## src/hhc_pkg.sv

```systemverilog
// Shared types and constants of the hard-stop homing calibrator.
// Used by hhc_ctrl, hhc_datapath and hardstop_homing_calibrator.
package hhc_pkg;

    localparam int MAX_JOINTS = 16;
    localparam int JOINT_W    = 4;
    localparam int DATA_W     = 32;
    localparam int RAMP_W     = 16;
    localparam int SPEED_W    = 31;
    localparam int COUNT_W    = 5;
    localparam int PROD_W     = DATA_W + RAMP_W;
    localparam int DIV_STEPS  = 32;
    localparam int ITER_W     = 5;
    localparam int CFG_IDX_W  = 2;
    localparam int CFG_DATA_W = 31;

    localparam logic [RAMP_W-1:0]  RAMP_TICKS_RST    = 16'd1000;
    localparam logic [SPEED_W-1:0] STOP_VELOCITY_RST = 31'd66;
    localparam logic [COUNT_W-1:0] JOINT_COUNT_RST   = 5'd16;

    localparam logic [CFG_IDX_W-1:0] CFG_RAMP_TICKS    = 2'd0;
    localparam logic [CFG_IDX_W-1:0] CFG_STOP_VELOCITY = 2'd1;
    localparam logic [CFG_IDX_W-1:0] CFG_JOINT_COUNT   = 2'd2;

    typedef enum logic [2:0] {
        ST_IDLE,
        ST_MULT,
        ST_SETUP,
        ST_DIV,
        ST_FINISH
    } state_t;

    typedef enum logic [1:0] {
        TQ_ZERO,
        TQ_HOLD,
        TQ_RAMP
    } torque_sel_t;

    typedef struct packed {
        logic capture;
        logic mult;
        logic setup;
        logic div_step;
        logic load_out;
    } hhc_cmd_t;

    typedef struct packed {
        logic div_last;
        logic out_free;
    } hhc_stat_t;

    typedef struct packed {
        logic [RAMP_W-1:0]  ramp_ticks;
        logic [SPEED_W-1:0] stop_velocity;
        logic [COUNT_W-1:0] joint_count;
    } hhc_cfg_t;

endpackage

```

## src/hardstop_homing_calibrator.sv

```systemverilog
// Hard-stop homing calibrator: configuration registers and the top level.
// Depends on hhc_pkg, hhc_ctrl and hhc_datapath.
//
// Usage:
//   Input channel (in_valid/in_ready) takes one joint sample per request:
//   joint index, tick time, position, velocity, target torque and the
//   hard-stop-to-zero offset. The first request after reset latches the
//   start tick. Output channel (out_valid/out_ready) returns one result per
//   sample: torque command, zeroed position, joint done bit, sticky
//   all-done flag. Config channel (cfg_valid/cfg_ready) is always ready and
//   writes ramp_ticks (index 0), stop_velocity (1) or joint_count (2);
//   other indexes are ignored. Write config only while the block is idle.
//   The 32-step bit-serial ramp divider runs for every sample, and the
//   done-joint count sweeps alongside it. A new sample is taken only
//   after the last one has reached the output load. Reset clears the
//   start tick, all done bits and the all-done flag, restores the register
//   defaults, and leaves stop offsets, which count only under a done bit.
//   A stalled receiver holds the result in the output register; the block
//   still takes the next sample and parks it before the output load until
//   the register frees up.
module hardstop_homing_calibrator (
    input  logic                                 clk,
    input  logic                                 rst_n,
    input  logic                                 cfg_valid,
    output logic                                 cfg_ready,
    input  logic [hhc_pkg::CFG_IDX_W-1:0]        cfg_index,
    input  logic [hhc_pkg::CFG_DATA_W-1:0]       cfg_data,
    input  logic                                 in_valid,
    output logic                                 in_ready,
    input  logic [hhc_pkg::JOINT_W-1:0]          joint_index,
    input  logic [hhc_pkg::DATA_W-1:0]           tick_time,
    input  logic signed [hhc_pkg::DATA_W-1:0]    measured_position,
    input  logic signed [hhc_pkg::DATA_W-1:0]    joint_velocity,
    input  logic signed [hhc_pkg::DATA_W-1:0]    target_torque,
    input  logic signed [hhc_pkg::DATA_W-1:0]    stop_to_zero,
    output logic                                 out_valid,
    input  logic                                 out_ready,
    output logic signed [hhc_pkg::DATA_W-1:0]    drive_torque,
    output logic signed [hhc_pkg::DATA_W-1:0]    zeroed_position,
    output logic                                 joint_done,
    output logic                                 all_done
);
    import hhc_pkg::*;

    hhc_cfg_t  cfg_reg;
    hhc_cmd_t  cmd;
    hhc_stat_t stat;

    assign cfg_ready = 1'b1;

    // Register file: write on a completed config request, drop unknown indexes.
    always_ff @(posedge clk or negedge rst_n)
    begin
        if (!rst_n)
        begin
            cfg_reg.ramp_ticks    <= RAMP_TICKS_RST;
            cfg_reg.stop_velocity <= STOP_VELOCITY_RST;
            cfg_reg.joint_count   <= JOINT_COUNT_RST;
        end
        else if (cfg_valid && cfg_ready)
        begin
            unique case (cfg_index)
                CFG_RAMP_TICKS:    cfg_reg.ramp_ticks    <= cfg_data[RAMP_W-1:0];
                CFG_STOP_VELOCITY: cfg_reg.stop_velocity <= cfg_data[SPEED_W-1:0];
                CFG_JOINT_COUNT:   cfg_reg.joint_count   <= cfg_data[COUNT_W-1:0];
                default:           cfg_reg               <= cfg_reg;
            endcase
        end
    end

    // Sequence each sample: capture, multiply, divider setup, divide, output.
    hhc_ctrl u_ctrl (
        .clk      (clk),
        .rst_n    (rst_n),
        .in_valid (in_valid),
        .in_ready (in_ready),
        .stat     (stat),
        .cmd      (cmd)
    );

    // Hold joint state and compute torque, zeroed position and flags.
    hhc_datapath u_datapath (
        .clk               (clk),
        .rst_n             (rst_n),
        .cmd               (cmd),
        .stat              (stat),
        .cfg               (cfg_reg),
        .joint_index       (joint_index),
        .tick_time         (tick_time),
        .measured_position (measured_position),
        .joint_velocity    (joint_velocity),
        .target_torque     (target_torque),
        .stop_to_zero      (stop_to_zero),
        .out_valid         (out_valid),
        .out_ready         (out_ready),
        .drive_torque      (drive_torque),
        .zeroed_position   (zeroed_position),
        .joint_done        (joint_done),
        .all_done          (all_done)
    );

`ifndef SYNTHESIS
    // One sample at a time: an accepted request closes the input.
    assert property (@(posedge clk) disable iff (!rst_n)
        (in_valid && in_ready) |=> !in_ready)
        else $error("input accepted while a sample was in flight");

    // A new result appears only from the output load, never from idle.
    assert property (@(posedge clk) disable iff (!rst_n)
        $rose(out_valid) |-> $past(!in_ready))
        else $error("result raised outside the output load");

    // The all-done flag is sticky.
    assert property (@(posedge clk) disable iff (!rst_n)
        !$fell(all_done))
        else $error("all_done fell without reset");
`endif

endmodule

```

## src/hhc_ctrl.sv

```systemverilog
// Sequencing controller of the hard-stop homing calibrator.
// Depends on hhc_pkg; drives the command struct of hhc_datapath.
module hhc_ctrl (
    input  logic               clk,
    input  logic               rst_n,
    input  logic               in_valid,
    output logic               in_ready,
    input  hhc_pkg::hhc_stat_t stat,
    output hhc_pkg::hhc_cmd_t  cmd
);
    import hhc_pkg::*;

    state_t state_reg;
    state_t state_next;

    always_ff @(posedge clk or negedge rst_n)
    begin
        if (!rst_n)
        begin
            state_reg <= ST_IDLE;
        end
        else
        begin
            state_reg <= state_next;
        end
    end

    always_comb
    begin
        state_next = state_reg;
        unique case (state_reg)
            ST_IDLE:
            begin
                if (in_valid)
                begin
                    state_next = ST_MULT;
                end
            end
            ST_MULT:   state_next = ST_SETUP;
            ST_SETUP:  state_next = ST_DIV;
            ST_DIV:
            begin
                if (stat.div_last)
                begin
                    state_next = ST_FINISH;
                end
            end
            ST_FINISH:
            begin
                if (stat.out_free)
                begin
                    state_next = ST_IDLE;
                end
            end
            default:   state_next = ST_IDLE;
        endcase
    end

    always_comb
    begin
        cmd      = '0;
        in_ready = 1'b0;
        unique case (state_reg)
            ST_IDLE:
            begin
                in_ready    = 1'b1;
                cmd.capture = in_valid;
            end
            ST_MULT:   cmd.mult     = 1'b1;
            ST_SETUP:  cmd.setup    = 1'b1;
            ST_DIV:    cmd.div_step = 1'b1;
            ST_FINISH: cmd.load_out = stat.out_free;
            default:   cmd          = '0;
        endcase
    end

endmodule

```

## src/hhc_datapath.sv

```systemverilog
// Datapath of the hard-stop homing calibrator: sample capture, ramp multiply,
// bit-serial divider, joint state and output register. Depends on hhc_pkg.
module hhc_datapath (
    input  logic                                clk,
    input  logic                                rst_n,
    input  hhc_pkg::hhc_cmd_t                   cmd,
    output hhc_pkg::hhc_stat_t                  stat,
    input  hhc_pkg::hhc_cfg_t                   cfg,
    input  logic [hhc_pkg::JOINT_W-1:0]         joint_index,
    input  logic [hhc_pkg::DATA_W-1:0]          tick_time,
    input  logic signed [hhc_pkg::DATA_W-1:0]   measured_position,
    input  logic signed [hhc_pkg::DATA_W-1:0]   joint_velocity,
    input  logic signed [hhc_pkg::DATA_W-1:0]   target_torque,
    input  logic signed [hhc_pkg::DATA_W-1:0]   stop_to_zero,
    output logic                                out_valid,
    input  logic                                out_ready,
    output logic signed [hhc_pkg::DATA_W-1:0]   drive_torque,
    output logic signed [hhc_pkg::DATA_W-1:0]   zeroed_position,
    output logic                                joint_done,
    output logic                                all_done
);
    import hhc_pkg::*;

    // sample registers
    logic [JOINT_W-1:0] joint_reg;
    logic [DATA_W-1:0]  pos_reg;
    logic [DATA_W-1:0]  vel_reg;
    logic [DATA_W-1:0]  target_reg;
    logic [DATA_W-1:0]  h2z_reg;
    logic [DATA_W-1:0]  elapsed_reg;

    logic               started_reg;
    logic [DATA_W-1:0]  start_time_reg;

    // joint state; an offset counts only while its done bit is set
    logic [MAX_JOINTS-1:0] done_reg;
    logic [DATA_W-1:0]     offset_mem [MAX_JOINTS];
    logic [DATA_W-1:0]     offset_q;

    // ramp arithmetic
    logic [PROD_W-1:0]  prod_reg;
    logic               neg_reg;
    torque_sel_t        sel_reg;
    logic [RAMP_W-1:0]  rem_reg;
    logic [DATA_W-1:0]  quo_reg;
    logic [ITER_W-1:0]  iter_reg;
    logic [COUNT_W-1:0] cnt_reg;
    logic               flag_reg;

    logic               out_valid_reg;
    logic [DATA_W-1:0]  torque_out_reg;
    logic [DATA_W-1:0]  zpos_out_reg;
    logic               jdone_out_reg;
    logic               all_done_out_reg;

    logic               in_ramp;
    logic [DATA_W-1:0]  tgt_mag;
    logic [DATA_W-1:0]  speed;
    logic               stopped;
    logic [PROD_W-1:0]  prod_c;
    logic [RAMP_W:0]    shifted;
    logic [RAMP_W:0]    diff;
    logic               ge;
    logic               count_hit;
    logic [DATA_W-1:0]  torque_c;
    logic [DATA_W-1:0]  zpos_c;
    logic               flag_next;

    assign in_ramp = elapsed_reg <= {{(DATA_W-RAMP_W){1'b0}}, cfg.ramp_ticks};
    assign tgt_mag = target_reg[DATA_W-1] ? (~target_reg + 1'b1) : target_reg;
    assign speed   = vel_reg[DATA_W-1] ? (~vel_reg + 1'b1) : vel_reg;
    assign stopped = speed < {1'b0, cfg.stop_velocity};
    assign prod_c  = PROD_W'(tgt_mag) * PROD_W'(elapsed_reg[RAMP_W-1:0]);

    // restoring divider, one quotient bit per step
    assign shifted = {rem_reg, quo_reg[DATA_W-1]};
    assign diff    = shifted - {1'b0, cfg.ramp_ticks};
    assign ge      = shifted >= {1'b0, cfg.ramp_ticks};

    assign count_hit = !iter_reg[ITER_W-1]
                       && ({1'b0, iter_reg[JOINT_W-1:0]} < cfg.joint_count)
                       && done_reg[iter_reg[JOINT_W-1:0]];

    always_comb
    begin
        case (sel_reg)
            TQ_HOLD: torque_c = target_reg;
            TQ_RAMP: torque_c = neg_reg ? (~quo_reg + 1'b1) : quo_reg;
            default: torque_c = '0;
        endcase
    end

    assign zpos_c    = pos_reg - offset_q + h2z_reg;
    assign flag_next = flag_reg | (cnt_reg == cfg.joint_count);

    assign stat.div_last = cmd.div_step && (iter_reg == ITER_W'(DIV_STEPS - 1));
    assign stat.out_free = !out_valid_reg || out_ready;

    // control state
    always_ff @(posedge clk or negedge rst_n)
    begin
        if (!rst_n)
        begin
            started_reg      <= 1'b0;
            start_time_reg   <= '0;
            done_reg         <= '0;
            flag_reg         <= 1'b0;
            out_valid_reg    <= 1'b0;
            all_done_out_reg <= 1'b0;
        end
        else
        begin
            if (cmd.capture && !started_reg)
            begin
                started_reg    <= 1'b1;
                start_time_reg <= tick_time;
            end
            if (cmd.mult && !done_reg[joint_reg] && !in_ramp && stopped)
            begin
                done_reg[joint_reg] <= 1'b1;
            end
            if (cmd.load_out)
            begin
                flag_reg         <= flag_next;
                all_done_out_reg <= flag_next;
                out_valid_reg    <= 1'b1;
            end
            else if (out_ready)
            begin
                out_valid_reg <= 1'b0;
            end
        end
    end

    // stop offsets
    always_ff @(posedge clk)
    begin
        if (cmd.mult && !done_reg[joint_reg] && !in_ramp && stopped)
        begin
            offset_mem[joint_reg] <= pos_reg;
        end
        offset_q <= done_reg[joint_reg] ? offset_mem[joint_reg] : '0;
    end

    // payload
    always_ff @(posedge clk)
    begin
        if (cmd.capture)
        begin
            joint_reg   <= joint_index;
            pos_reg     <= measured_position;
            vel_reg     <= joint_velocity;
            target_reg  <= target_torque;
            h2z_reg     <= stop_to_zero;
            elapsed_reg <= started_reg ? (tick_time - start_time_reg) : '0;
        end
        if (cmd.mult)
        begin
            prod_reg <= prod_c;
            neg_reg  <= target_reg[DATA_W-1];
            if (done_reg[joint_reg])
            begin
                sel_reg <= TQ_ZERO;
            end
            else if (!in_ramp)
            begin
                sel_reg <= TQ_HOLD;
            end
            else if (cfg.ramp_ticks == '0)
            begin
                sel_reg <= TQ_ZERO;
            end
            else
            begin
                sel_reg <= TQ_RAMP;
            end
        end
        if (cmd.setup)
        begin
            rem_reg  <= prod_reg[PROD_W-1:DATA_W];
            quo_reg  <= prod_reg[DATA_W-1:0];
            iter_reg <= '0;
            cnt_reg  <= '0;
        end
        if (cmd.div_step)
        begin
            rem_reg  <= ge ? diff[RAMP_W-1:0] : shifted[RAMP_W-1:0];
            quo_reg  <= {quo_reg[DATA_W-2:0], ge};
            iter_reg <= iter_reg + 1'b1;
            if (count_hit)
            begin
                cnt_reg <= cnt_reg + 1'b1;
            end
        end
        if (cmd.load_out)
        begin
            torque_out_reg <= torque_c;
            zpos_out_reg   <= zpos_c;
            jdone_out_reg  <= done_reg[joint_reg];
        end
    end

    assign out_valid       = out_valid_reg;
    assign drive_torque    = torque_out_reg;
    assign zeroed_position = zpos_out_reg;
    assign joint_done      = jdone_out_reg;
    assign all_done        = all_done_out_reg;

endmodule
```

## config.mk

```make
export PLATFORM = sky130hd
export DESIGN_NAME = hardstop_homing_calibrator
export DESIGN_NICKNAME = d
export VERILOG_FILES = /design/src/hhc_pkg.sv /design/src/hardstop_homing_calibrator.sv /design/src/hhc_ctrl.sv /design/src/hhc_datapath.sv
export SDC_FILE = /design/constraint.sdc
export NUM_CORES = 2
export LEC_CHECK = 0
export BUFFER_PORTS_ARGS = -buffer_cell sky130_fd_sc_hd__buf_2
export CELL_PAD_IN_SITES_DETAIL_PLACEMENT = 1
export CELL_PAD_IN_SITES_GLOBAL_PLACEMENT = 1
export CORE_MARGIN = 2
export CORE_UTILIZATION = 47
export CTS_BUF_LIST = sky130_fd_sc_hd__clkbuf_8 sky130_fd_sc_hd__clkbuf_16
export CTS_CLUSTER_SIZE = 16
export DETAILED_ROUTE_END_ITERATION = 8
export GPL_ROUTABILITY_DRIVEN = 0
export HOLD_SLACK_MARGIN = 0.12
export PLACE_DENSITY_LB_ADDON = 0.3
export SLEW_MARGIN = 20
export SYNTH_ARGS = -nofsm -noshare
export SYNTH_HDL_FRONTEND = slang
export SYNTH_SLANG_ARGS = --single-unit
export TNS_END_PERCENT = 1
```

## constraint.sdc

```tcl
create_clock -name clk -period 9.3 [get_ports clk]
set_clock_uncertainty 0.15 [all_clocks]
set_input_delay 1.395 -clock clk [delete_from_list [all_inputs] [get_ports clk]]
set_output_delay 1.395 -clock clk [all_outputs]
set_load 0.02 [all_outputs]
```

=== After elaboration in Yosys (flattened, before gate mapping) ===
Memories as Yosys holds them, arrays and structs flattened. A register that Yosys moved wholly into a read port is not among the register bits.
Cells that the tools add are included.

* Bits of input ports: 202
* Bits in registers: 444
* Bits in writable memories: 512
* Memories kept: 1

* Reduce and logical (&&, ||, !) cells: 25
* Multiplexer cells: 36
* Add/sub/neg operators: 9
* Multiply operators: 1
* Magnitude comparators: 7
* Equality and inequality tests: 13
* Bitwise logic cells: 6

{| class="wikitable"
|+ Memories
! memory !! words !! width !! rd ports !! clocked after memory_dff !! write ports !! RTL line !! RTL
|-
| u_datapath.offset_mem || 16 || 32 || 1 || 1 || 1 || hhc_datapath.sv:37 || <nowiki>logic [DATA_W-1:0] offset_mem [MAX_JOINTS];</nowiki>
|}

{| class="wikitable"
|+ Operators by type and width
! cell !! number
|-
| $mux 32 || 5
|-
| $add 32x1->32 const B || 3
|-
| $not 32->32 || 3
|-
| $pmux 32 s2 || 1
|-
| $sub 32x32->32 || 2
|-
| $mul 32x16->48 || 1
|-
| $mux 16 || 3
|-
| $add 32x32->32 || 1
|-
| $le 32x16->1 || 1
|-
| $lt 32x31->1 || 1
|-
| $mux 5 || 5
|-
| $ge 17x16->1 || 1
|-
| $logic_not 16->1 || 1
|-
| $or 16x16->16 || 1
|-
| $sub 16x16->16 || 1
|-
| $pmux 3 s5 || 1
|-
| $mux 1 || 14
|-
| $add 5x1->5 const B || 2
|-
| $lt 4x5->1 const B || 2
|-
| $mux 3 || 3
|-
| $bmux 1 s4 || 2
|-
| $logic_and 1x1->1 || 8
|-
| $eq 3x2->1 const B || 2
|-
| $logic_not 1->1 || 6
|-
| 21 further kinds || 27
|}

=== Logic depth before layout (Yosys ltp) ===
* Word-level depth: 8
* Depth in mapped cells: 34
* Mapped depth without buffers: 33

=== Hierarchy ===
Synthesis repeated with hierarchy kept, for this count alone.

* Cell total of the unflattened synthesis: 4707
* Area, all modules: 60294.1 um2

{| class="wikitable"
|+ Modules (own cells, without submodules)
! module !! cells an instance !! instances !! seq. area each (um2) !! area an instance (um2)
|-
| hhc_datapath || 4574 || 1 || 27391.3 || 58147.0
|-
| hardstop_homing_calibrator || 113 || 1 || 1312.5 || 1976.9
|-
| hhc_ctrl || 20 || 1 || 75.1 || 170.2
|}

=== Worst setup path after synthesis ===
OpenSTA, ideal clock, no wires.

* Path kind: flip-flop to flip-flop
* Start: reg u_ctrl.state_reg[2]
* End: mem u_datapath.offset_mem[0][0], enable pin
* Library setup time: 0.502 ns
* Slack: 0.272 ns
* Stages on the path, launching flop included: 7
* Path buffers: 1
* Arrival time: 8.375 ns
* Cells stage by stage: dfrtp_1 nor3b_1 nor3b_1 o21ai_0 nor3_2 buf_6 nor4bb_1

* Longest elaborated chain between the ends: 7

{| class="wikitable"
|+ Ends and longest elaborated chain
! item !! RTL line !! RTL
|-
| from (decl) || hhc_ctrl.sv:13 || <nowiki>state_t state_reg;</nowiki>
|-
| from (signal assigned) || hhc_ctrl.sv:24 || <nowiki>state_reg <= state_next;</nowiki>
|-
| $eq 3x1->1 || hhc_ctrl.sv:63 || <nowiki>unique case (state_reg)</nowiki>
|-
| $mux 1 || hhc_ctrl.sv:63 ||
|-
| $logic_and 1x1->1 (3 in series) || hhc_datapath.sv:138 || <nowiki>if (cmd.mult && !done_reg[joint_reg] && !in_ramp && stopped)</nowiki>
|-
| $mux 1 || hhc_datapath.sv:138 ||
|-
| $mux 1 (not written as such) || hhc_datapath.sv:140 || <nowiki>offset_mem[joint_reg] <= pos_reg;</nowiki>
|-
| to (decl) || hhc_datapath.sv:37 ||
|}

No other way between the ends.

=== Worst setup path in the final report ===
* Start: reg u_datapath.target_reg[1]
* End: reg u_datapath.prod_reg[47] (data pin)

* Longest elaborated chain between the ends: 4

{| class="wikitable"
|+ Ends and longest elaborated chain
! item !! RTL line !! RTL
|-
| from (decl) || hhc_datapath.sv:28 || <nowiki>logic [DATA_W-1:0] target_reg;</nowiki>
|-
| from (signal assigned) || hhc_datapath.sv:153 || <nowiki>target_reg <= target_torque;</nowiki>
|-
| $not 32->32 || hhc_datapath.sv:70 || <nowiki>assign tgt_mag = target_reg[DATA_W-1] ? (~target_reg + 1'b1) : target_reg;</nowiki>
|-
| $add 32x1->32 || hhc_datapath.sv:70 ||
|-
| $mux 32 * || hhc_datapath.sv:70 ||
|-
| $mul 32x16->48 * || hhc_datapath.sv:73 || <nowiki>assign prod_c = PROD_W'(tgt_mag) * PROD_W'(elapsed_reg[RAMP_W-1:0]);</nowiki>
|-
| net u_datapath.prod_c[47] || hhc_datapath.sv:60 || <nowiki>logic [PROD_W-1:0] prod_c;</nowiki>
|-
| to (signal assigned) || hhc_datapath.sv:159 || <nowiki>prod_reg <= prod_c;</nowiki>
|-
| to (decl) || hhc_datapath.sv:41 || <nowiki>logic [PROD_W-1:0] prod_reg;</nowiki>
|}

The timed path passes the listed nets; every way through them passes the cells marked *.
A chain may end at the register's enable or synchronous reset.

==> run_results.csv <==
group,metric,value,unit
global_routing,grt_pass1_vias,41600,
clock_tree,cts.sinks,988,
global_routing,track_usage,25.6,%
global_routing,grt_overflow,0,
drt,routedWlPerCell,24.4,um
setup_path,critPathMaxStageDelay,0.53,ns
global_routing,grt_pass1_wl,254,mm
worst_hold_path,min_path_cells,1,
run,drv_cap,0,
pwr,ir_drop,0.173,mV
yosys,ys_seq_area_share,47.9,%
drt,drt_iter0_drc,3226,
yosys,postSynth.asyncResetShare,10.7,%
final_layout,layout-drive-gt1-share,16.8,%
timing,slew_headroom,21.5,%
drt,vias,38400,
yosys,synthesis.area,0.0601,mm2
floorplanning,start_util,47.2,%
yosys,synthCells,4740,
global_routing,grt_max_degree,113,
yosys,synth_edf_count,845,
clock_tree,cts.hold.buffers_added,0,
floorplanning,chipWidth,362,um
setup_path,critPathMaxFanout,6,
timing,timing.fmax,112,MHz
timing,finalSetupViolations,0,
setup_path,r2r_cells,29,
setup_path,start_kind,"flip-flop",
pwr,leakagePower,27.6,nW
yosys,ys.flop_type,"edfxtp_1",
drt,vias_per_cell,5.66,
drt,drc_errors,0,
setup_path,reg2reg_from,"u_datapath.target_reg[1]$_DFFE_PP_",
timing,whs,0.338,ns
drt,drt_pass1_iterations,5,
yosys,postSynthNetCount,5649,
final_layout,largest_register_ffs,512,
clock_tree,cts_tree,"done",
place,port_buffers,269,
timing,worstMarginPinSlew,1.18,ns
clock_tree,clock_path_buffers,3,
worst_hold_path,hold_path.class,"reg -> reg",
global_routing,met3_usage,3.96,%
clock_tree,cts_root_buf,"clkbuf_16",
clock_tree,clk_pin_slew_worst_paths,0.06,ns
floorplanning,dieArea,0.131,mm2
global_routing,gr-usage-met2,43.0,%
global_routing,use_met1,35.0,%
outcome,outcome,"finished, final reports clean",
floorplanning,core-area,0.127,mm2
drt,drt-total-wl,165,mm
timing,hold_violations,0,
timing,fin_crit_sh,96.4,%
timing,tns,0,ns
drt,ant_nets,0,
final_layout,nets,5939,
yosys,synth-seq-cells,988,
setup_path,required,9.61,ns
setup_path,r2r_setup_slack,0.33,ns
yosys,yosys_warnings,0,
timing,period_needed,8.97,ns
setup_path,endpoint_kind,"flip-flop",
final_layout,utilization,53.1,%
floorplanning,die_h,362,um
timing,maxSlewViolCount,0,
clock_tree,clkLatencyLatePin,0.74,ns
floorplanning,pin_count,271,
global_routing,grt_antenna_before_repair,14,
setup_path,arrival,9.28,ns
setup_path,slowest_stage,"fa_1",
floorplanning,rows,131,
yosys,postSynthAreaPerCell,12.7,um2
worst_hold_path,hold_start,"u_datapath.done_reg[15]$_DFFE_PN0P_",
final_layout,syn_to_final_growth,12.3,%
clock_tree,cts_buffers,106,
clock_tree,cts-htree-levels,3,
place,hpwl,117,mm
yosys,yosysUniqueCellTypes,81,
pwr,power_density,177,mW/mm2
setup_path,cpMostUsedCell,"fa_1",
worst_hold_path,min_to,"u_datapath.done_reg[15]$_DFFE_PN0P_",
global_routing,busiest_layer,"met2",
setup_path,reg2reg_to,"u_datapath.prod_reg[47]$_DFFE_PP_",
setup_path,worstSetupPathType,"reg -> reg",
per-stage QoR:
step           std cells  setup WS [ns]  total power (W)  instance area (um2)
6_report            6782          0.334           0.0120                67500
5_1_grt             6781       -0.00599           0.0125                67500
4_1_cts             6779          0.105           0.0120                67300
3_5_place_dp        6582          0.152          0.00771                63700
3_3_place_gp        6582          0.376          0.00763                63700
2_1_floorplan       4740          0.272          0.00704                60100
routing by layer:
metal	vias up	share of wire [%]	wire (um)
li1	16900	-	-
met1	20100	43	70800
met2	1112	49	81300
met3	237	5.7	9370
met4	18	2.3	3840
met5	-	0.070	115
repair_timing:
action                                 CTS  global route
resized for setup                        0            17
buffers inserted                         0             1
endpoints found under the hold margin    0             0
setup endpoints to repair                0             9
critical path, delay by kind of cell, from the launching register on:
family	cells	cell delay (ns)
xor+xnor	1	0.19
compound gates	5	1.49
flops	1	0.42
buf+inv	5	0.33
simple gates	10	2.58
fa+ha+maj	8	3.54
how the worst max path moves through the flow:
stage                                             startpoint                                    end  slack (ns)  depth (start not counted)
after floorplan              u_ctrl.state_reg[2]$_DFFE_PN0P_  u_datapath.offset_mem[0][0]$_DFFE_PP_        0.27                          6
after global placement    u_datapath.target_reg[1]$_DFFE_PP_      u_datapath.prod_reg[45]$_DFFE_PP_        0.38                         29
after detailed placement  u_datapath.target_reg[1]$_DFFE_PP_      u_datapath.prod_reg[45]$_DFFE_PP_        0.15                         29
after CTS                 u_datapath.target_reg[1]$_DFFE_PP_      u_datapath.prod_reg[45]$_DFFE_PP_        0.11                         29
after global routing      u_datapath.target_reg[1]$_DFFE_PP_      u_datapath.prod_reg[45]$_DFFE_PP_      -0.006                         30
final                     u_datapath.target_reg[1]$_DFFE_PP_      u_datapath.prod_reg[47]$_DFFE_PP_        0.33                         29
cell usage after synthesis, types with 19 or more instances:
cell      number  area share [%]
nand4_1       27            0.28
nor2_1       130            0.81
a22oi_1       23            0.29
xnor2_1      147             2.1
o21ai_0      179             1.5
nand2_1      485             3.0
and3_1        19            0.20
a21oi_1      130             1.1
buf_1         19            0.12
inv_1        688             4.3
edfxtp_1     845              42
xor2_1        50            0.73
dfrtp_1       97             4.0
fa_1         451              15
mux2_2        70             1.3
clkbuf_1     173             1.1
dfxtp_1       37             1.2
o31ai_1       31            0.39
a21o_1        79            0.99
mux4_2       169             6.3
nor2b_1       74            0.77
nand2b_1      36            0.37
ha_1         256             5.3
nand3_1       36            0.30
and2_1       208             2.2
nor4_1        19            0.20
logic make-up after synthesis:
logic type	share of synthesized area (%)
xor+xnor	2.87
other cells	0.00624
simple gates	9.20
fa+ha+maj	20.4
buf+inv	5.56
mux	7.85
flops	47.9
compound gates	6.25
layout by cell type (no fill, tap or decap), types with 79 or more instances in the layout:
cell and count:
edfxtp_1 845, inv_1 709, nand2_1 484, fa_1 451
buf_2 268, ha_1 256, and2_1 208, o21ai_0 179
mux4_2 169, xnor2_1 139, a21oi_1 130, nor2_1 129
clkbuf_16 107, buf_4 105, dfrtp_1 97, a21o_1 79
layout make-up:
cell class	instances	area [um2]
clock buffer	116	2800
multi-input combinational	2866	28200
inverter	690	2600
timing repair buffer	378	2200
sequential	988	28800
antenna	1	2.50
fill	12900	59700
tap	1662	2080
clock inverter	81	783
power by group:
group          switching (W)  total [W]  internal (W)
sequential          0.000217    0.00537       0.00515
combinational        0.00129    0.00228      0.000988
clock                0.00187    0.00430       0.00244
Note: power is estimated with default switching activity, not from simulation.
